$ cat src/hdl/tr2u_pkg.sv
// shared widths, register codes, control structs and saturation for the
// triangular rank-2 update pipeline; no dependencies
package tr2u_pkg;

  localparam int DW     = 16;              // data width, Q1.15
  localparam int FRAC   = DW - 1;          // fractional bits
  localparam int IDX_W  = 10;              // row / column index width
  localparam int OPW    = DW + 1;          // operand width after conjugation
  localparam int PROD_W = DW + OPW;        // one partial product
  localparam int SUM_W  = PROD_W + 1;      // sum of two partial products
  localparam int WIDE_W = SUM_W - FRAC;    // sum after the rounding shift
  localparam int CFG_W  = 2;               // register index width
  localparam int DATA_BYTES = (10 * DW + 2 * IDX_W + 7) / 8;
  localparam int IN_W   = 8 * DATA_BYTES;  // slave tdata width
  localparam int OUT_W  = 2 * DW;          // master tdata width

  typedef enum logic [CFG_W-1:0] {
    CFG_ALPHA_RE  = 2'd0,
    CFG_ALPHA_IM  = 2'd1,
    CFG_LOWER     = 2'd2,
    CFG_CONJUGATE = 2'd3
  } cfg_idx_e;

  // load enables of the two register stages of a complex multiplier
  typedef struct packed {
    logic prod_en;
    logic sum_en;
  } cmul_ctrl_t;

  // item data that travels beside the arithmetic
  typedef struct packed {
    logic signed [DW-1:0] a_re;
    logic signed [DW-1:0] a_im;
    logic signed [DW-1:0] x0_re;
    logic signed [DW-1:0] x0_im;
    logic signed [DW-1:0] x1_re;
    logic signed [DW-1:0] x1_im;
    logic                 in_tri;
    logic                 zero_im;
  } side_t;

  function automatic logic signed [DW-1:0] sat_dw(input logic signed [WIDE_W-1:0] v);
    logic signed [DW-1:0] r;
    if ((&v[WIDE_W-1:DW-1]) || !(|v[WIDE_W-1:DW-1])) begin
      r = v[DW-1:0];
    end else if (v[WIDE_W-1]) begin
      r = {1'b1, {(DW-1){1'b0}}};
    end else begin
      r = {1'b0, {(DW-1){1'b1}}};
    end
    return r;
  endfunction

endpackage

$ cat src/hdl/tr2u_cmul.sv
// two-stage complex multiplier: product registers, then floor shift and
// saturation into result registers; uses tr2u_pkg
module tr2u_cmul
  import tr2u_pkg::*;
(
  input  logic                  clk_i,
  input  cmul_ctrl_t            ctrl_i,
  input  logic signed [DW-1:0]  p_re_i,
  input  logic signed [DW-1:0]  p_im_i,
  input  logic signed [OPW-1:0] q_re_i,
  input  logic signed [OPW-1:0] q_im_i,
  output logic signed [DW-1:0]  r_re_o,
  output logic signed [DW-1:0]  r_im_o
);

  logic signed [PROD_W-1:0] rr_d, ii_d, ri_d, ir_d;
  logic signed [PROD_W-1:0] rr_q, ii_q, ri_q, ir_q;
  logic signed [SUM_W-1:0]  sum_re, sum_im;
  logic signed [WIDE_W-1:0] sh_re, sh_im;
  logic signed [DW-1:0]     r_re_d, r_im_d, r_re_q, r_im_q;

  assign rr_d = p_re_i * q_re_i;
  assign ii_d = p_im_i * q_im_i;
  assign ri_d = p_re_i * q_im_i;
  assign ir_d = p_im_i * q_re_i;

  always_ff @(posedge clk_i) begin
    if (ctrl_i.prod_en) begin
      rr_q <= rr_d;
      ii_q <= ii_d;
      ri_q <= ri_d;
      ir_q <= ir_d;
    end
  end

  assign sum_re = SUM_W'(rr_q) - SUM_W'(ii_q);
  assign sum_im = SUM_W'(ri_q) + SUM_W'(ir_q);
  assign sh_re  = WIDE_W'(sum_re >>> FRAC);
  assign sh_im  = WIDE_W'(sum_im >>> FRAC);
  assign r_re_d = sat_dw(sh_re);
  assign r_im_d = sat_dw(sh_im);

  always_ff @(posedge clk_i) begin
    if (ctrl_i.sum_en) begin
      r_re_q <= r_re_d;
      r_im_q <= r_im_d;
    end
  end

  assign r_re_o = r_re_q;
  assign r_im_o = r_im_q;

endmodule

$ cat config.mk
export PLATFORM = sky130hd
export DESIGN_NAME = tr2u_cmul
export DESIGN_NICKNAME = d
export VERILOG_FILES = /design/src/hdl/tr2u_pkg.sv /design/src/hdl/tr2u_cmul.sv
export SDC_FILE = /design/constraint.sdc
export NUM_CORES = 2
export LEC_CHECK = 0
export BUFFER_PORTS_ARGS = -buffer_cell sky130_fd_sc_hd__buf_2
export CELL_PAD_IN_SITES_DETAIL_PLACEMENT = 1
export CELL_PAD_IN_SITES_GLOBAL_PLACEMENT = 1
export CORE_MARGIN = 4
export CORE_UTILIZATION = 40
export DETAILED_ROUTE_END_ITERATION = 16
export GPL_TIMING_DRIVEN = 0
export PLACE_DENSITY_LB_ADDON = 0.1
export SYNTH_ARGS = -nofsm -noshare
export SYNTH_HDL_FRONTEND = slang
export SYNTH_SLANG_ARGS = --single-unit
$ cat constraint.sdc
create_clock -name clk_i -period 6.5 [get_ports clk_i]
set_clock_uncertainty 0.05 [all_clocks]
set_input_delay 0.65 -clock clk_i [delete_from_list [all_inputs] [get_ports clk_i]]
set_output_delay 0.65 -clock clk_i [all_outputs]
set_load 0.01 [all_outputs]
# After elaboration in Yosys (flattened, before gate mapping)
# Index checks and enable logic that the tools add are counted.
# word_totals
regBits	164
input_bits	69
output_inout_bits	32
# classes
n_mul	4
n_reduce_logical	8
mux	4
n_addsub	2
# ops
operator	n
multiplier 16 x 17 -> 33 bit	4
two-way mux 16 bit	4
adder 33 x 33 -> 34 bit	1
subtractor 33 x 33 -> 34 bit	1
AND reduction 4 bit	2
OR reduction 4 bit	2
zero test 1 bit	2
logical OR 1 bit	2

# Longest topological paths before layout
# logic_depth
word_depth	5
mapped_depth	23
mapped_depth_nobuf	22

# Worst setup path after synthesis
# OpenSTA, ideal clock, no wires.
# synth_path
path_type	input to register
start	input port p_im_i[1]
end	register ir_q[32] (data pin)
cell_stages	20
arrival_ns	6.158
setup_time_ns	0.268
path_slack_ns	0.024
path_cell_list	clkbuf_1 nand2_1 inv_1 fa_1 fa_1 fa_1 fa_1 fa_1 inv_1 fa_1 inv_1 ha_1 nand4_1 nor2_1 a211o_1 o32a_1 nand2b_1 o21bai_1 o41ai_1 xnor2_1
# synth_between
elab_chain_cells	1
# synth_lines
element	line_no	rtl
start, declared	tr2u_cmul.sv:9	input logic signed [DW-1:0] p_im_i,
multiplier 16 x 17 -> 33 bit	tr2u_cmul.sv:25	assign ir_d = p_im_i * q_re_i;
named net ir_d[32]	tr2u_cmul.sv:16	logic signed [PROD_W-1:0] rr_d, ii_d, ri_d, ir_d;
end signal, assigned	tr2u_cmul.sv:32	ir_q <= ir_d;
end, declared	tr2u_cmul.sv:17	logic signed [PROD_W-1:0] rr_q, ii_q, ri_q, ir_q;
# The timed path passes the listed nets, and every way through them passes these cells.
# A chain may end at the register's enable or synchronous reset.

# Final worst setup path
# layout_path
start	input port q_re_i[4]
end	register rr_q[31] (data pin)
# layout_between
elab_chain_cells	1
# layout_lines
element	line_no	rtl
start, declared	tr2u_cmul.sv:10	input logic signed [OPW-1:0] q_re_i,
multiplier 16 x 17 -> 33 bit	tr2u_cmul.sv:22	assign rr_d = p_re_i * q_re_i;
named net rr_d[31]	tr2u_cmul.sv:16	
end signal, assigned	tr2u_cmul.sv:29	rr_q <= rr_d;
end, declared	tr2u_cmul.sv:17	
# The timed path passes the listed nets, and every way through them passes these cells.

==> impl_metrics.py <==
metrics = {
    "placement": {
        "gp_congestion": 0.950,
        "dpl_cell_area_sq_mm": 0.0515,
        "dp_hpwl_microns": 144000,
        "port_buffers": 100,
        "dp.cells": 6856,
    },
    "clock_tree": {
        "clock_sinks": 164,
        "cts-buffers-inserted": 17,
        "cts_hold_buffers": 0,
        "clkTransAtPathRegs_ps": 80,
        "clk_latency_ps": 510,
        "clk_path_buf_depth": 2,
        "clock-root-buffer": "clkbuf_16",
        "cts_tree": "yes",
        "htree_num_levels": 4,
    },
    "floorplan": {
        "fp.coreArea_sq_mm": 0.122,
        "design.die.area_sq_mm": 0.128,
        "io_pins": 101,
        "start_util_pct": 40.2,
        "die_h_microns": 358,
        "rows": 128,
        "die_w_microns": 358,
    },
    "synth": {
        "synthDistinctLibCells": 85,
        "synth-edff-count": 164,
        "avgSynthCellArea_sq_um": 9.54,
        "synth-main-ff-cell": "edfxtp_1",
        "netlist_area_sq_mm": 0.0489,
        "yosysWarnings": 0,
        "synth_top_area_share_pct": 45.2,
        "netlist_instances": 5130,
        "yosys_register_bits": 164,
        "syn_nets": 6703,
        "ys_seq_area_share_pct": 10.1,
        "synth_area_leaders": "fa_1 (45%), ha_1 (10%), edfxtp_1 (10%), inv_1 (9.6%), and2_1 (6.8%)",
        "synth_top_area_cell": "fa_1",
        "synth-async-reset-ratio_pct": 0,
    },
    "cells_and_area": {
        "fillers": 13800,
        "instances_no_fill": 6938,
        "drive_above_1_share_pct": 9.07,
        "final_nets": 6852,
        "syn_to_final_growth_pct": 11.0,
        "design_area_sq_mm": 0.0543,
    },
    "worst_setup_path": {
        "cp.required_ps": 6710,
        "start_kind": "input port",
        "max_stage_delay_ps": 530,
        "setup.worst_path.end_class": "flip-flop",
        "critical_path_class": "in -> reg",
        "worst_ep_arrival_time_ps": 6690,
        "worst_path_dominant_cell_family": "adder cells",
        "crit_buf_inv": 6,
        "path_cells": "buf_2 > clkbuf_4 > and2_1 > fa_1 > inv_1 > fa_1 > inv_1 > fa_1 > fa_1 > fa_1 > inv_1 > fa_1 > inv_1 > ha_1 > and3_2 > nand2_1 > o21ai_1 > o21ai_4 > o21ai_4 > a211o_1 > nand2_1 > o311ai_4",
        "crit_fanout": 10,
        "cpMostUsedCell": "fa_1",
        "cp_slowest_cell": "fa_1",
    },
    "drt": {
        "drcViolationCount": 0,
        "wl_per_cell_microns": 24.4,
        "viasPerCell": 5.21,
        "vias": 36200,
        "dr.pass1.iters": 6,
        "ant_nets": 0,
        "drt_iter0_drc": 2400,
        "routed_wl_microns": 169000,
    },
    "sta": {
        "relSlewSlack_pct": 24.2,
        "setup_viol": 0,
        "drv_slew": 0,
        "tightest_slew_ps": 1140,
        "rsz0062_at_grt": "yes",
        "fmax_mhz": 154,
        "hold_viol_final": 0,
        "min_period_ps": 6480,
        "fin_crit_sh_pct": 99.6,
        "holdWs_ps": 553,
    },
    "global_routing": {
        "grt_antenna_before_repair": 36,
        "grt_pass1_wl_microns": 251000,
        "grt_pass1_vias": 39700,
        "grt.overflow.total": 0,
        "track_usage_pct": 27.1,
        "grt_max_degree": 70,
    },
    "min_path": {
        "worstHoldPathType": "in -> reg",
    },
    "run_status": {
        "status": "completed",
    },
    "flow_run": {
        "cap_violations": 0,
    },
}
[layer usage]
metal	track usage (%)	vias to the layer above	share of wire, %
met5	0	-	0.015
met4	7.48	4	2.8
met3	4.65	183	7.4
met2	45.8	1028	48
met1	36.1	19300	41
li1	-	15700	-
[synth_stat cells (5+ instances only)]
cell type	count
o21ai_0	71
o21bai_1	23
clkbuf_1	197
xnor2_1	129
nor2b_1	11
xor2_1	42
and3_1	18
and4_1	5
a211oi_1	13
fa_1	1104
nor4_1	6
o31ai_1	8
ha_1	400
a31oi_1	16
nor2_1	125
o21a_1	21
o211ai_1	7
a21o_1	72
inv_1	1245
a21boi_1	5
or2_2	5
edfxtp_1	164
nand4_1	18
and2_1	531
a21oi_1	129
nand3_1	36
nand2_1	572
nor3_1	21
a21boi_2	5
or3_1	5
nand2b_1	31
[cells by family after synthesis]
kind of cell / Yosys count / share of synthesized area, %
AND/OR/NAND/NOR: 1401 / 14.3
buffers and inverters: 1448 / 11.1
XOR/XNOR: 172 / 3.09
flip-flops: 164 / 10.1
AO/OA/AOI/OAI: 439 / 5.95
multiplexers: 2 / 0.0435
adder cells (fa/ha/maj): 1504 / 55.4
[per-stage QoR]
| stage | utilization (%) | setup WS [ps] | TNS, ps |
|---|---|---|---|
| CTS | 43.8 | -18.0 | -18.0 |
| global placement | 42.3 | -2580 | -78750 |
| floorplan | - | 24.0 | 0 |
| global route | 44.6 | -86.2 | -227 |
| detailed placement | 42.4 | -2730 | -81460 |
| finish | 44.7 | 23.9 | 0 |
[what timing repair did]
| action | 4_1_cts | 5_1_grt |
|---|---|---|
| endpoints found under the setup margin | 64 | 31 |
| gates resized for setup | 429 | 351 |
| pin swaps | 15 | 41 |
| cloned | 0 | 1 |
| buffers inserted | 4 | 24 |
[state kept, by name, indices dropped and copies added, names as in the netlist]
| register | flops |
|---|---|
| rr_q | 33 |
| ri_q | 33 |
| r_re_o | 16 |
| ir_q | 33 |
| ii_q | 33 |
| r_im_o | 16 |
[placed cells by master (no fill, tap or decap), drive strengths merged, types with 21 or more instances in the layout]
cell,n
a21o,72
a21oi,132
and2,531
buf,223
clkbuf,126
diode,21
edfxtp,164
fa,1104
ha,400
inv,1253
nand2,573
nand2b,31
nand3,36
nor2,125
nor3,22
o21a,22
o21ai,75
o21bai,23
xnor2,129
xor2,43
[worst reg2reg max path: stages (launching register included)]
cell	delay, ps
edfxtp_1	570
ha_1	430
nand4_1	210
nor2_1	230
nand3_1	90
o21ai_0	660
o21ai_2	240
o31ai_1	330
xor2_1	100
o31a_2	430
buf_2	210
a21o_1	170
[final cells by class]
cell class                      count  area (sq um)  area share [%]
Multi-Input combinational cell   3518         39100            72.0
Sequential cell                   164          4920            9.07
Inverter                         1247          4700            8.66
Tap cell                         1625          2030            3.75
Buffer                            201          2030            3.74
Timing Repair Buffer              130           892            1.64
Clock buffer                       18           429           0.791
Clock inverter                     14           139           0.256
Antenna cell                       21          52.6          0.0968
[path summary, 6_finish.rpt]
| check | from | depth (start not counted) | slack, ps | end |
|---|---|---|---|---|
| hold / removal | ctrl_i[1] | 1 | 550 | rr_q[13] |
| setup / recovery | q_re_i[4] | 22 | 20 | rr_q[31] |
| setup reg to reg | rr_q[13] | 11 | 2530 | r_re_o[6] |
| hold reg to reg | rr_q[27] | 3 | 800 | r_re_o[12] |
Power is left out: the tool's default activity adds up to more than one toggle a clock period on the data nets, which glitch-free logic cannot reach.
