`src/hdl/tr2u_pkg.sv`:
```
// shared widths, register codes, control structs and saturation for the
// triangular rank-2 update pipeline; no dependencies
package tr2u_pkg;

  localparam int DW     = 16;              // data width, Q1.15
  localparam int FRAC   = DW - 1;          // fractional bits
  localparam int IDX_W  = 10;              // row / column index width
  localparam int OPW    = DW + 1;          // operand width after conjugation
  localparam int PROD_W = DW + OPW;        // one partial product
  localparam int SUM_W  = PROD_W + 1;      // sum of two partial products
  localparam int WIDE_W = SUM_W - FRAC;    // sum after the rounding shift
  localparam int CFG_W  = 2;               // register index width
  localparam int DATA_BYTES = (10 * DW + 2 * IDX_W + 7) / 8;
  localparam int IN_W   = 8 * DATA_BYTES;  // slave tdata width
  localparam int OUT_W  = 2 * DW;          // master tdata width

  typedef enum logic [CFG_W-1:0] {
    CFG_ALPHA_RE  = 2'd0,
    CFG_ALPHA_IM  = 2'd1,
    CFG_LOWER     = 2'd2,
    CFG_CONJUGATE = 2'd3
  } cfg_idx_e;

  // load enables of the two register stages of a complex multiplier
  typedef struct packed {
    logic prod_en;
    logic sum_en;
  } cmul_ctrl_t;

  // item data that travels beside the arithmetic
  typedef struct packed {
    logic signed [DW-1:0] a_re;
    logic signed [DW-1:0] a_im;
    logic signed [DW-1:0] x0_re;
    logic signed [DW-1:0] x0_im;
    logic signed [DW-1:0] x1_re;
    logic signed [DW-1:0] x1_im;
    logic                 in_tri;
    logic                 zero_im;
  } side_t;

  function automatic logic signed [DW-1:0] sat_dw(input logic signed [WIDE_W-1:0] v);
    logic signed [DW-1:0] r;
    if ((&v[WIDE_W-1:DW-1]) || !(|v[WIDE_W-1:DW-1])) begin
      r = v[DW-1:0];
    end else if (v[WIDE_W-1]) begin
      r = {1'b1, {(DW-1){1'b0}}};
    end else begin
      r = {1'b0, {(DW-1){1'b1}}};
    end
    return r;
  endfunction

endpackage

```
`src/hdl/tr2u_acc.sv`:
```
// final stage: saturated a + t0 + t1, diagonal and outside-triangle cases,
// into the output register; uses tr2u_pkg
module tr2u_acc
  import tr2u_pkg::*;
(
  input  logic                 clk_i,
  input  logic                 en_i,
  input  side_t                side_i,
  input  logic signed [DW-1:0] t0_re_i,
  input  logic signed [DW-1:0] t0_im_i,
  input  logic signed [DW-1:0] t1_re_i,
  input  logic signed [DW-1:0] t1_im_i,
  output logic signed [DW-1:0] new_re_o,
  output logic signed [DW-1:0] new_im_o,
  output logic                 was_updated_o
);

  logic signed [WIDE_W-1:0] sum_re, sum_im;
  logic signed [DW-1:0]     new_re_d, new_im_d, new_re_q, new_im_q;
  logic                     upd_q;

  assign sum_re = WIDE_W'(side_i.a_re) + WIDE_W'(t0_re_i) + WIDE_W'(t1_re_i);
  assign sum_im = WIDE_W'(side_i.a_im) + WIDE_W'(t0_im_i) + WIDE_W'(t1_im_i);

  always_comb begin
    if (!side_i.in_tri) begin
      new_re_d = side_i.a_re;
      new_im_d = side_i.a_im;
    end else begin
      new_re_d = sat_dw(sum_re);
      new_im_d = side_i.zero_im ? '0 : sat_dw(sum_im);
    end
  end

  always_ff @(posedge clk_i) begin
    if (en_i) begin
      new_re_q <= new_re_d;
      new_im_q <= new_im_d;
      upd_q    <= side_i.in_tri;
    end
  end

  assign new_re_o      = new_re_q;
  assign new_im_o      = new_im_q;
  assign was_updated_o = upd_q;

endmodule

```
`config.mk`:
```
export PLATFORM = sky130hd
export DESIGN_NAME = tr2u_acc
export DESIGN_NICKNAME = d
export VERILOG_FILES = /design/src/hdl/tr2u_pkg.sv /design/src/hdl/tr2u_acc.sv
export SDC_FILE = /design/constraint.sdc
export NUM_CORES = 1
export LEC_CHECK = 0
export ABC_AREA = 1
export BUFFER_PORTS_ARGS = -buffer_cell sky130_fd_sc_hd__buf_2
export CORE_ASPECT_RATIO = 1.25
export CORE_UTILIZATION = 30
export CTS_BUF_LIST = sky130_fd_sc_hd__clkbuf_2 sky130_fd_sc_hd__clkbuf_4 sky130_fd_sc_hd__clkbuf_8
export CTS_CLUSTER_DIAMETER = 60
export DETAILED_ROUTE_END_ITERATION = 12
export GPL_TIMING_DRIVEN = 0
export PLACE_DENSITY = 0.55
export SYNTH_ARGS = -nofsm -noshare
export SYNTH_HDL_FRONTEND = slang
export SYNTH_SLANG_ARGS = --single-unit
```
`constraint.sdc`:
```
create_clock -name clk_i -period 4.2 [get_ports clk_i]
set_clock_uncertainty 0.1 [all_clocks]
set_input_delay 0.42 -clock clk_i [delete_from_list [all_inputs] [get_ports clk_i]]
set_output_delay 0.42 -clock clk_i [all_outputs]
set_load 0.005 [all_outputs]
```
======== After elaboration in Yosys (flattened, before gate mapping) ========
Index checks and enable logic that the tools add are counted.
operators by class
  add/sub/neg operators ................... 4
  reductions and logical operators ........ 8
  mux-type cells .......................... 7
operators with widths
  operator                                   number
  16-bit two-way mux                         7
  17-bit by 16-bit adder with 18-bit output  2
  16-bit by 16-bit adder with 17-bit output  2
  4-bit AND reduction                        2
  4-bit OR reduction                         2
  1-bit zero test                            2
  1-bit logical OR                           2
storage, ports and cells
  register bits ........................... 33
  bits of input ports ..................... 164
  word-level logic and storage cells ...... 22
  output and inout bits ................... 33

======== Depth between registers and ports, before layout ========
Gate-level depths: netlist (run 1).
  word-level depth ........................ 8
  mapped depth ............................ 21
  gate-level depth less buffers ........... 20

======== Worst setup path after synthesis (run 1) ========
Ideal clock, no wire load.
  path type ............................... input to register
  start ................................... input port side_i[67] in the netlist's numbering
  end ..................................... register new_im_q[5], in the netlist new_im_o[5], data pin
  data arrival time ....................... 2611 ps
  path buffers ............................ 1
  required time ........................... 3848 ps
  setup slack ............................. 1237 ps
  cell stages on the path ................. 21
  setup time .............................. 252 ps
  path through ............................ inv_1 -> fa_1 -> inv_1 -> ha_1 -> inv_1 -> fa_1 -> inv_1 -> nand3_1 -> nand3_1 -> nand2_1 -> nand2_1 -> nand2_1 -> nand2_1 -> nand2_1 -> nand2_2 -> nand2_4 -> nand2_2 -> buf_6 -> nand3_1 -> nand2_1 -> nand2_1
between the ends
  word-level cells in the longest chain between the ends .. 8
  elaborated cells between the ends (all ways) .. 10
  those cells by class .................... add/sub (2); mux (4); reduce/logical (4)
ends and longest elaborated chain
  item                                         RTL line        RTL
  start: declaration                           tr2u_acc.sv:8   input side_t side_i,
  16-bit by 16-bit adder with 17-bit output *  tr2u_acc.sv:23  assign sum_im = WIDE_W'(side_i.a_im) + WIDE_W'(t0_im_i) + WIDE_W'(t1_im_i);
  17-bit by 16-bit adder with 18-bit output *  tr2u_acc.sv:23
  4-bit OR reduction                           tr2u_pkg.sv:44  if ((&v[WIDE_W-1:DW-1]) || !(|v[WIDE_W-1:DW-1])) begin
  1-bit zero test                              tr2u_pkg.sv:44
  1-bit logical OR                             tr2u_pkg.sv:44
  16-bit two-way mux *                         tr2u_pkg.sv:44
  16-bit two-way mux *                         tr2u_acc.sv:31  new_im_d = side_i.zero_im ? '0 : sat_dw(sum_im);
  16-bit two-way mux *                         tr2u_acc.sv:26  if (!side_i.in_tri) begin
  named net new_im_d[5]                        tr2u_acc.sv:19  logic signed [DW-1:0] new_re_d, new_im_d, new_re_q, new_im_q;
  end signal: assignment                       tr2u_acc.sv:38  new_im_q <= new_im_d;
  end: declaration                             tr2u_acc.sv:19
Mark *: on every way through the listed nets, which the timed path passes. The rest lies on a longest branch.
A chain may end at the register's enable or synchronous reset.

======== Final worst setup path (run 1) ========
  start ................................... input port side_i[83] in the netlist's numbering
  end ..................................... register new_re_q[2], in the netlist new_re_o[2], data pin
between the ends
  word-level cells in the longest chain between the ends .. 7
  elaborated cells between the ends (all ways) .. 9
  those cells by class .................... add/sub (2); mux (3); reduce/logical (4)
ends and longest elaborated chain
  item                                         RTL line        RTL
  16-bit by 16-bit adder with 17-bit output *  tr2u_acc.sv:22  assign sum_re = WIDE_W'(side_i.a_re) + WIDE_W'(t0_re_i) + WIDE_W'(t1_re_i);
  17-bit by 16-bit adder with 18-bit output *  tr2u_acc.sv:22
  4-bit OR reduction                           tr2u_pkg.sv:44
  1-bit zero test                              tr2u_pkg.sv:44
  1-bit logical OR                             tr2u_pkg.sv:44
  16-bit two-way mux *                         tr2u_pkg.sv:44
  16-bit two-way mux *                         tr2u_acc.sv:26
  named net new_re_d[2]                        tr2u_acc.sv:19
  end signal: assignment                       tr2u_acc.sv:37  new_re_q <= new_re_d;
  end: declaration                             tr2u_acc.sv:19
Marks and branches as above.

==> results.md, run 1 <==
- Crit path from: side_i[83]
- Final min period: 3120 ps
- Detailed router's first-iteration violation count: around 130
- Final Setup Violations: 0
- Rows: 48
- Crit-path max FO: 10
- RSZ-0062 raised after global routing: false
- Worst Path Arrival: between 3000 and 4000 ps
- DR vias/cell: 4.61
- Most frequent cells in the layout: nand2_1 (183), buf_2 (132), inv_1 (62)
- First-pass GRT wire length: 18200 µm
- Full die area: 0.0145 mm²
- Slew Limit Fails: 0
- Hold crit path type: primary input to flip-flop
- Clk root buf: clkbuf_8
- Crit path launch type: primary input
- Cts repair resizes: 0
- Fin Setup TNS: 0 ps
- Syn avg cell area: 7.64 µm²
- Share of cells above drive strength 1: 25.7%
- GRT overflow: 0
- Antenna Cells: 0
- Final instance area: 0.00518 mm²
- Vias in the first global route: 3971
- Dpl cells: roughly 860
- Fillers: between 1000 and 1500
- Clock Sinks: 33
- Final period util: between 70 and 80%
- CTS tree: built
- Io pins: 197
- Most common cell after layout, fill and taps aside: nand2_1
- Non-filler cells, final: 867
- Critical path required time: between 4000 and 5000 ps
- Status: finished clean
- Fmax: 0.321 GHz
- Critical Path End: new_re_o[2]$_DFFE_PP_
- Ys flop type: edfxtp_1
- Hold Path Origin: side_i[1]
- GP Congestion: 0.863
- WL final: 11200 µm
- Post-synthesis register bit count: 33
- Overall power: 1.89 mW
- H-tree Lvls: 2
- Hold buffer count at CTS: 0
- Register area share after synthesis: 23.5%
- Storage element area: 991 µm²
- Global Route Usage Sum: 15.9%
- Placement Setup Slack: roughly 750 ps
- Initial DRT Pass Iterations: 4
- Max-capacitance violation count: 0
- Initial Utilization: a little under a third
- Hold_ws: 215 ps
- Drt wl/cell: 13.0 µm
- Post-route antenna net violation count: 0
- DP Wirelength: about 9600 µm
- Static Leakage: 2.69 nW
- Final Hold Vio Count: 0
- DR DRC count: 0
- Area of the multi-input gates: 0.00289 mm²
- Die Y: 135 µm
- Post-layout util: 37.6%
- Clock tree buffer depth: 2
- Post-synth ARST share: 0%
- Placed cell areas: 0.00509 mm²
- Reg clk slew, reported paths: 80 ps
- Total Nets Final: 921
- Crit. End Element: flip-flop
- Peak VDD IR: 0.122 mV
- Largest net degree at the start of global routing: 34
- Via count: ~4000
- Core area: 0.0138 mm²
- Total power per unit cell area: 366 mW/mm²
- Syn nets: 782
- Cts bufs inserted: 5
- Syn Inst Count: between 500 and 600
- Worst Setup Slack, final: between 1000 and 1500 ps
- # Post-CTS Setup Buffers: 0
- Max transition margin: around 44%
- Initial antenna violation count: 0
- Crit Path Category: primary input to flip-flop
- Yosys warnings: 0
- Post-synth EDFFs: 33
- Cell variety after synth: 28
- Least-Margin Pin Slew: between 800 and 900 ps
- Area Overhead vs Synth: 22.8%
- Synthesized area: 0.00422 mm²
- Die Wd: 108 µm
- Port-buffer cells: 132
## synth_stat cells (3+ instances only)
| cell type | count | area, µm² |
|---|---|---|
| a21oi_1 | 34 | 170 |
| nor3_1 | 4 | 20.0 |
| xnor2_1 | 7 | 61.3 |
| nor2_1 | 35 | 131 |
| edfxtp_1 | 33 | 991 |
| inv_1 | 62 | 233 |
| clkbuf_1 | 4 | 15.0 |
| o21bai_1 | 5 | 37.5 |
| o21ai_0 | 6 | 30.0 |
| nand2_2 | 11 | 68.8 |
| nand2_4 | 3 | 33.8 |
| ha_1 | 32 | 400 |
| inv_2 | 4 | 15.0 |
| fa_1 | 34 | 681 |
| a21oi_2 | 11 | 96.3 |
| nand2_1 | 183 | 687 |
| xor2_1 | 12 | 105 |
| buf_6 | 6 | 67.6 |
| nand3_1 | 54 | 270 |
## report_power, final
part           total, mW  internal [mW]  switching [mW]  leakage, nW
registers          0.453          0.441          0.0125        0.322
clock network      0.241          0.112           0.130       0.0430
logic               1.20          0.477           0.722         2.32
## how the worst min path moves through the flow
stage | endpoint | slack [ps] | cells after the start
floorplan | was_updated_o$_DFFE_PP_ | 420 | 0
global route | was_updated_o$_DFFE_PP_ | 220 | 1
finish | was_updated_o$_DFFE_PP_ | 210 | 1
detailed placement | was_updated_o$_DFFE_PP_ | 520 | 1
global placement | was_updated_o$_DFFE_PP_ | 520 | 1
CTS | was_updated_o$_DFFE_PP_ | 200 | 1
## layout make-up
class | count | share of cell area [%]
clock inverter | 3 | 0.242
buffer | 10 | 1.60
clock buffer | 5 | 1.33
tap | 175 | 4.23
multi-input combinational | 442 | 55.8
sequential | 33 | 19.1
inverter | 67 | 4.86
timing repair buffer | 132 | 12.8
## state kept, by name (all words and copies together), names as in the netlist
register,cells
was_updated_o,1
new_re_o,16
new_im_o,16
## logic make-up after synthesis
group | count (synthesis) | synth area share, %
xor+xnor | 19 | 3.95
fa+ha+maj | 66 | 25.6
flops | 33 | 23.5
compound gates | 59 | 8.90
simple gates | 298 | 30.1
buf+inv | 77 | 7.92
## critical path: stages
cell	delay (ps)
buf_2	120
fa_1	480
ha_1	240
fa_1	400
nand2_1	90
nand2_1	90
nand4_1	120
nand2_1	110
nand2_1	140
nand2_1	70
nand2_1	50
nand2_1	150
a21oi_4	300
buf_6	220
a21oi_2	70
## layer usage
layer  share of wire [%]  global-route usage, %  vias to the layer above
met3                 4.6                   1.59                        6
met4                 1.1                   4.57                        0
met1                  43                   18.7                     1821
li1                    -                      -                     2058
met5                   0                      0                        -
met2                  52                   30.1                      116
No activity file was read; power rests on OpenSTA's default activity.
==> inputs of run 2 (changes only) <==
Settings changed: PLACE_DENSITY 0.55 to 0.57.
Clock period 4.2 ns to 2.6 ns, I/O delays scaled along.
==> run 2 against run 1 <==
Effect of this change: the flow now finishes with violations (negative setup slack); sequential share of layout area is 3.2 points lower; clock power up 110%; combinational power rose by 140%; total power rose by 120%; critical path depth up 5; cell count grew 4.2%; clock-buffer cell count up 1; worst hold slack worse by 150 ps; first-iteration DRC count is 27% lower; via count is 6.8% higher; critical endpoint is now new_im_o[14]$_DFFE_PP_; largest power group unchanged.
==> results.md, run 2 (synthesis results as in run 1) <==
- Fillers: around 1300
- Area Overhead vs Synth: 47.0%
- DR DRC count: 0
- Total power per unit cell area: 666 mW/mm²
- Status: finished, violations left
- Share of cells above drive strength 1: 44.6%
- Clock tree buffer depth: 2
- Worst Setup Slack, final: -91.8 ps
- CTS tree: built
- Initial antenna violation count: 1
- DR vias/cell: 4.73
- Cts bufs inserted: 5
- Crit-path max FO: 10
- Hold_ws: 60.9 ps
- Hold crit path type: primary input to flip-flop
- GRT overflow: 0
- Crit Path Category: primary input to flip-flop
- Dpl cells: 859
- Die Wd: between 100 and 150 µm
- Post-route antenna net violation count: 0
- GR peak layer: met2
- Static Leakage: 3.01 nW
- Area of the multi-input gates: 0.00347 mm²
- Overall power: between 4 and 5 mW
- Final Hold Vio Count: 0
- Initial Utilization: 30.6%
- Total Nets Final: between 900 and 1000
- DP Wirelength: a little over 10000 µm
- Peak VDD IR: 0.331 mV
- GR Util met1: 18.8%
- Most common cell after layout, fill and taps aside: nand2_1
- Placed cell areas: 0.00514 mm²
- Crit path launch type: primary input
- Vias in the first global route: 4273
- First-pass GRT wire length: approximately 20000 µm
- RSZ-0062 raised after global routing: true
- Via count: 4272
- Max transition margin: a little over two fifths
- Met2 Use GR: 35.4%
- GP Congestion: 0.882
- Slew Limit Fails: 0
- Rows: 48
- Critical path required time: 2540 ps
- Die Y: 135 µm
- Global routing usage on met3: 2.03%
- Initial DRT Pass Iterations: 4
- Non-filler cells, final: 903
- Port-buffer cells: around 130
- Fmax: 0.371 GHz
- Drt wl/cell: 14.9 µm
- Detailed router's first-iteration violation count: 97
- Failing checks: negative setup slack
- Largest net degree at the start of global routing: 34
- Least-Margin Pin Slew: 862 ps
- Storage element area: 991 µm²
- Final period util: 104%
- Reg clk slew, reported paths: 80 ps
- Clk root buf: clkbuf_8
- Post-layout util: roughly 45%
- Full die area: 0.0145 mm²
- Max-capacitance violation count: 0
- Final instance area: 0.00620 mm²
- Placement Setup Slack: -568 ps
- Most frequent cells in the layout: nand2_1 (151), buf_2 (128), inv_1 (57)
- Core area: 0.0138 mm²
- Clock Sinks: 33
- WL final: roughly 13000 µm
- Worst Path Arrival: 2640 ps
- Final min period: between 2000 and 3000 ps
- Io pins: 197
- Global Route Usage Sum: 18.0%
- Fin Setup TNS: -825 ps
- Crit. End Element: flip-flop
- H-tree Lvls: 2
- Final Setup Violations: 17
## run 2: layer usage
| metal | vias up | share of wire (%) |
|---|---|---|
| met5 | - | 0 |
| met4 | 0 | 3.4 |
| met3 | 24 | 3.4 |
| met2 | 119 | 56 |
| met1 | 2000 | 38 |
| li1 | 2129 | - |
## run 2: final timing paths
kind	start	to	slack, ps	cells after the start
max	side_i[67]	new_im_o[14]$_DFFE_PP_	-90	20
min	side_i[1]	was_updated_o$_DFFE_PP_	60	1
## run 2: area by class of cell
cell class              instances  share of cell area, %
flip-flops and latches         33                   16.0
multi-input cells             442                   56.0
clock buffers                   6                   1.23
clock inverters                 2                  0.545
repair buffers                168                   17.0
plain buffers                   9                   1.47
inverters                      67                   4.18
diodes                          1                 0.0404
well taps                     175                   3.53
## run 2: timing repair
item / in CTS / in global routing
endpoints found under the setup margin: 28 / 30
buffers inserted: 19 / 13
resized for setup: 59 / 82
gates cloned: 3 / 2
hold buffers: 0 / 0
pin swaps: 29 / 58
## run 2: critical path, cell delays in order
cell,delay [ps]
buf_8,90
inv_8,30
fa_1,450
inv_1,80
ha_2,190
inv_2,40
fa_2,340
inv_2,60
nand3_2,70
nand3_4,90
nand3_1,80
nand2_2,80
nand2_2,90
nand2_2,120
nand2_2,70
nand2_4,120
a21oi_4,80
buf_6,150
nand2_1,70
nand2_1,70
## run 2: report_power, final
| group | internal (mW) | switching [mW] |
|---|---|---|
| clock | 0.294 | 0.217 |
| sequential | 0.712 | 0.0219 |
| combinational | 1.29 | 1.59 |
| total | 2.30 | 1.82 |
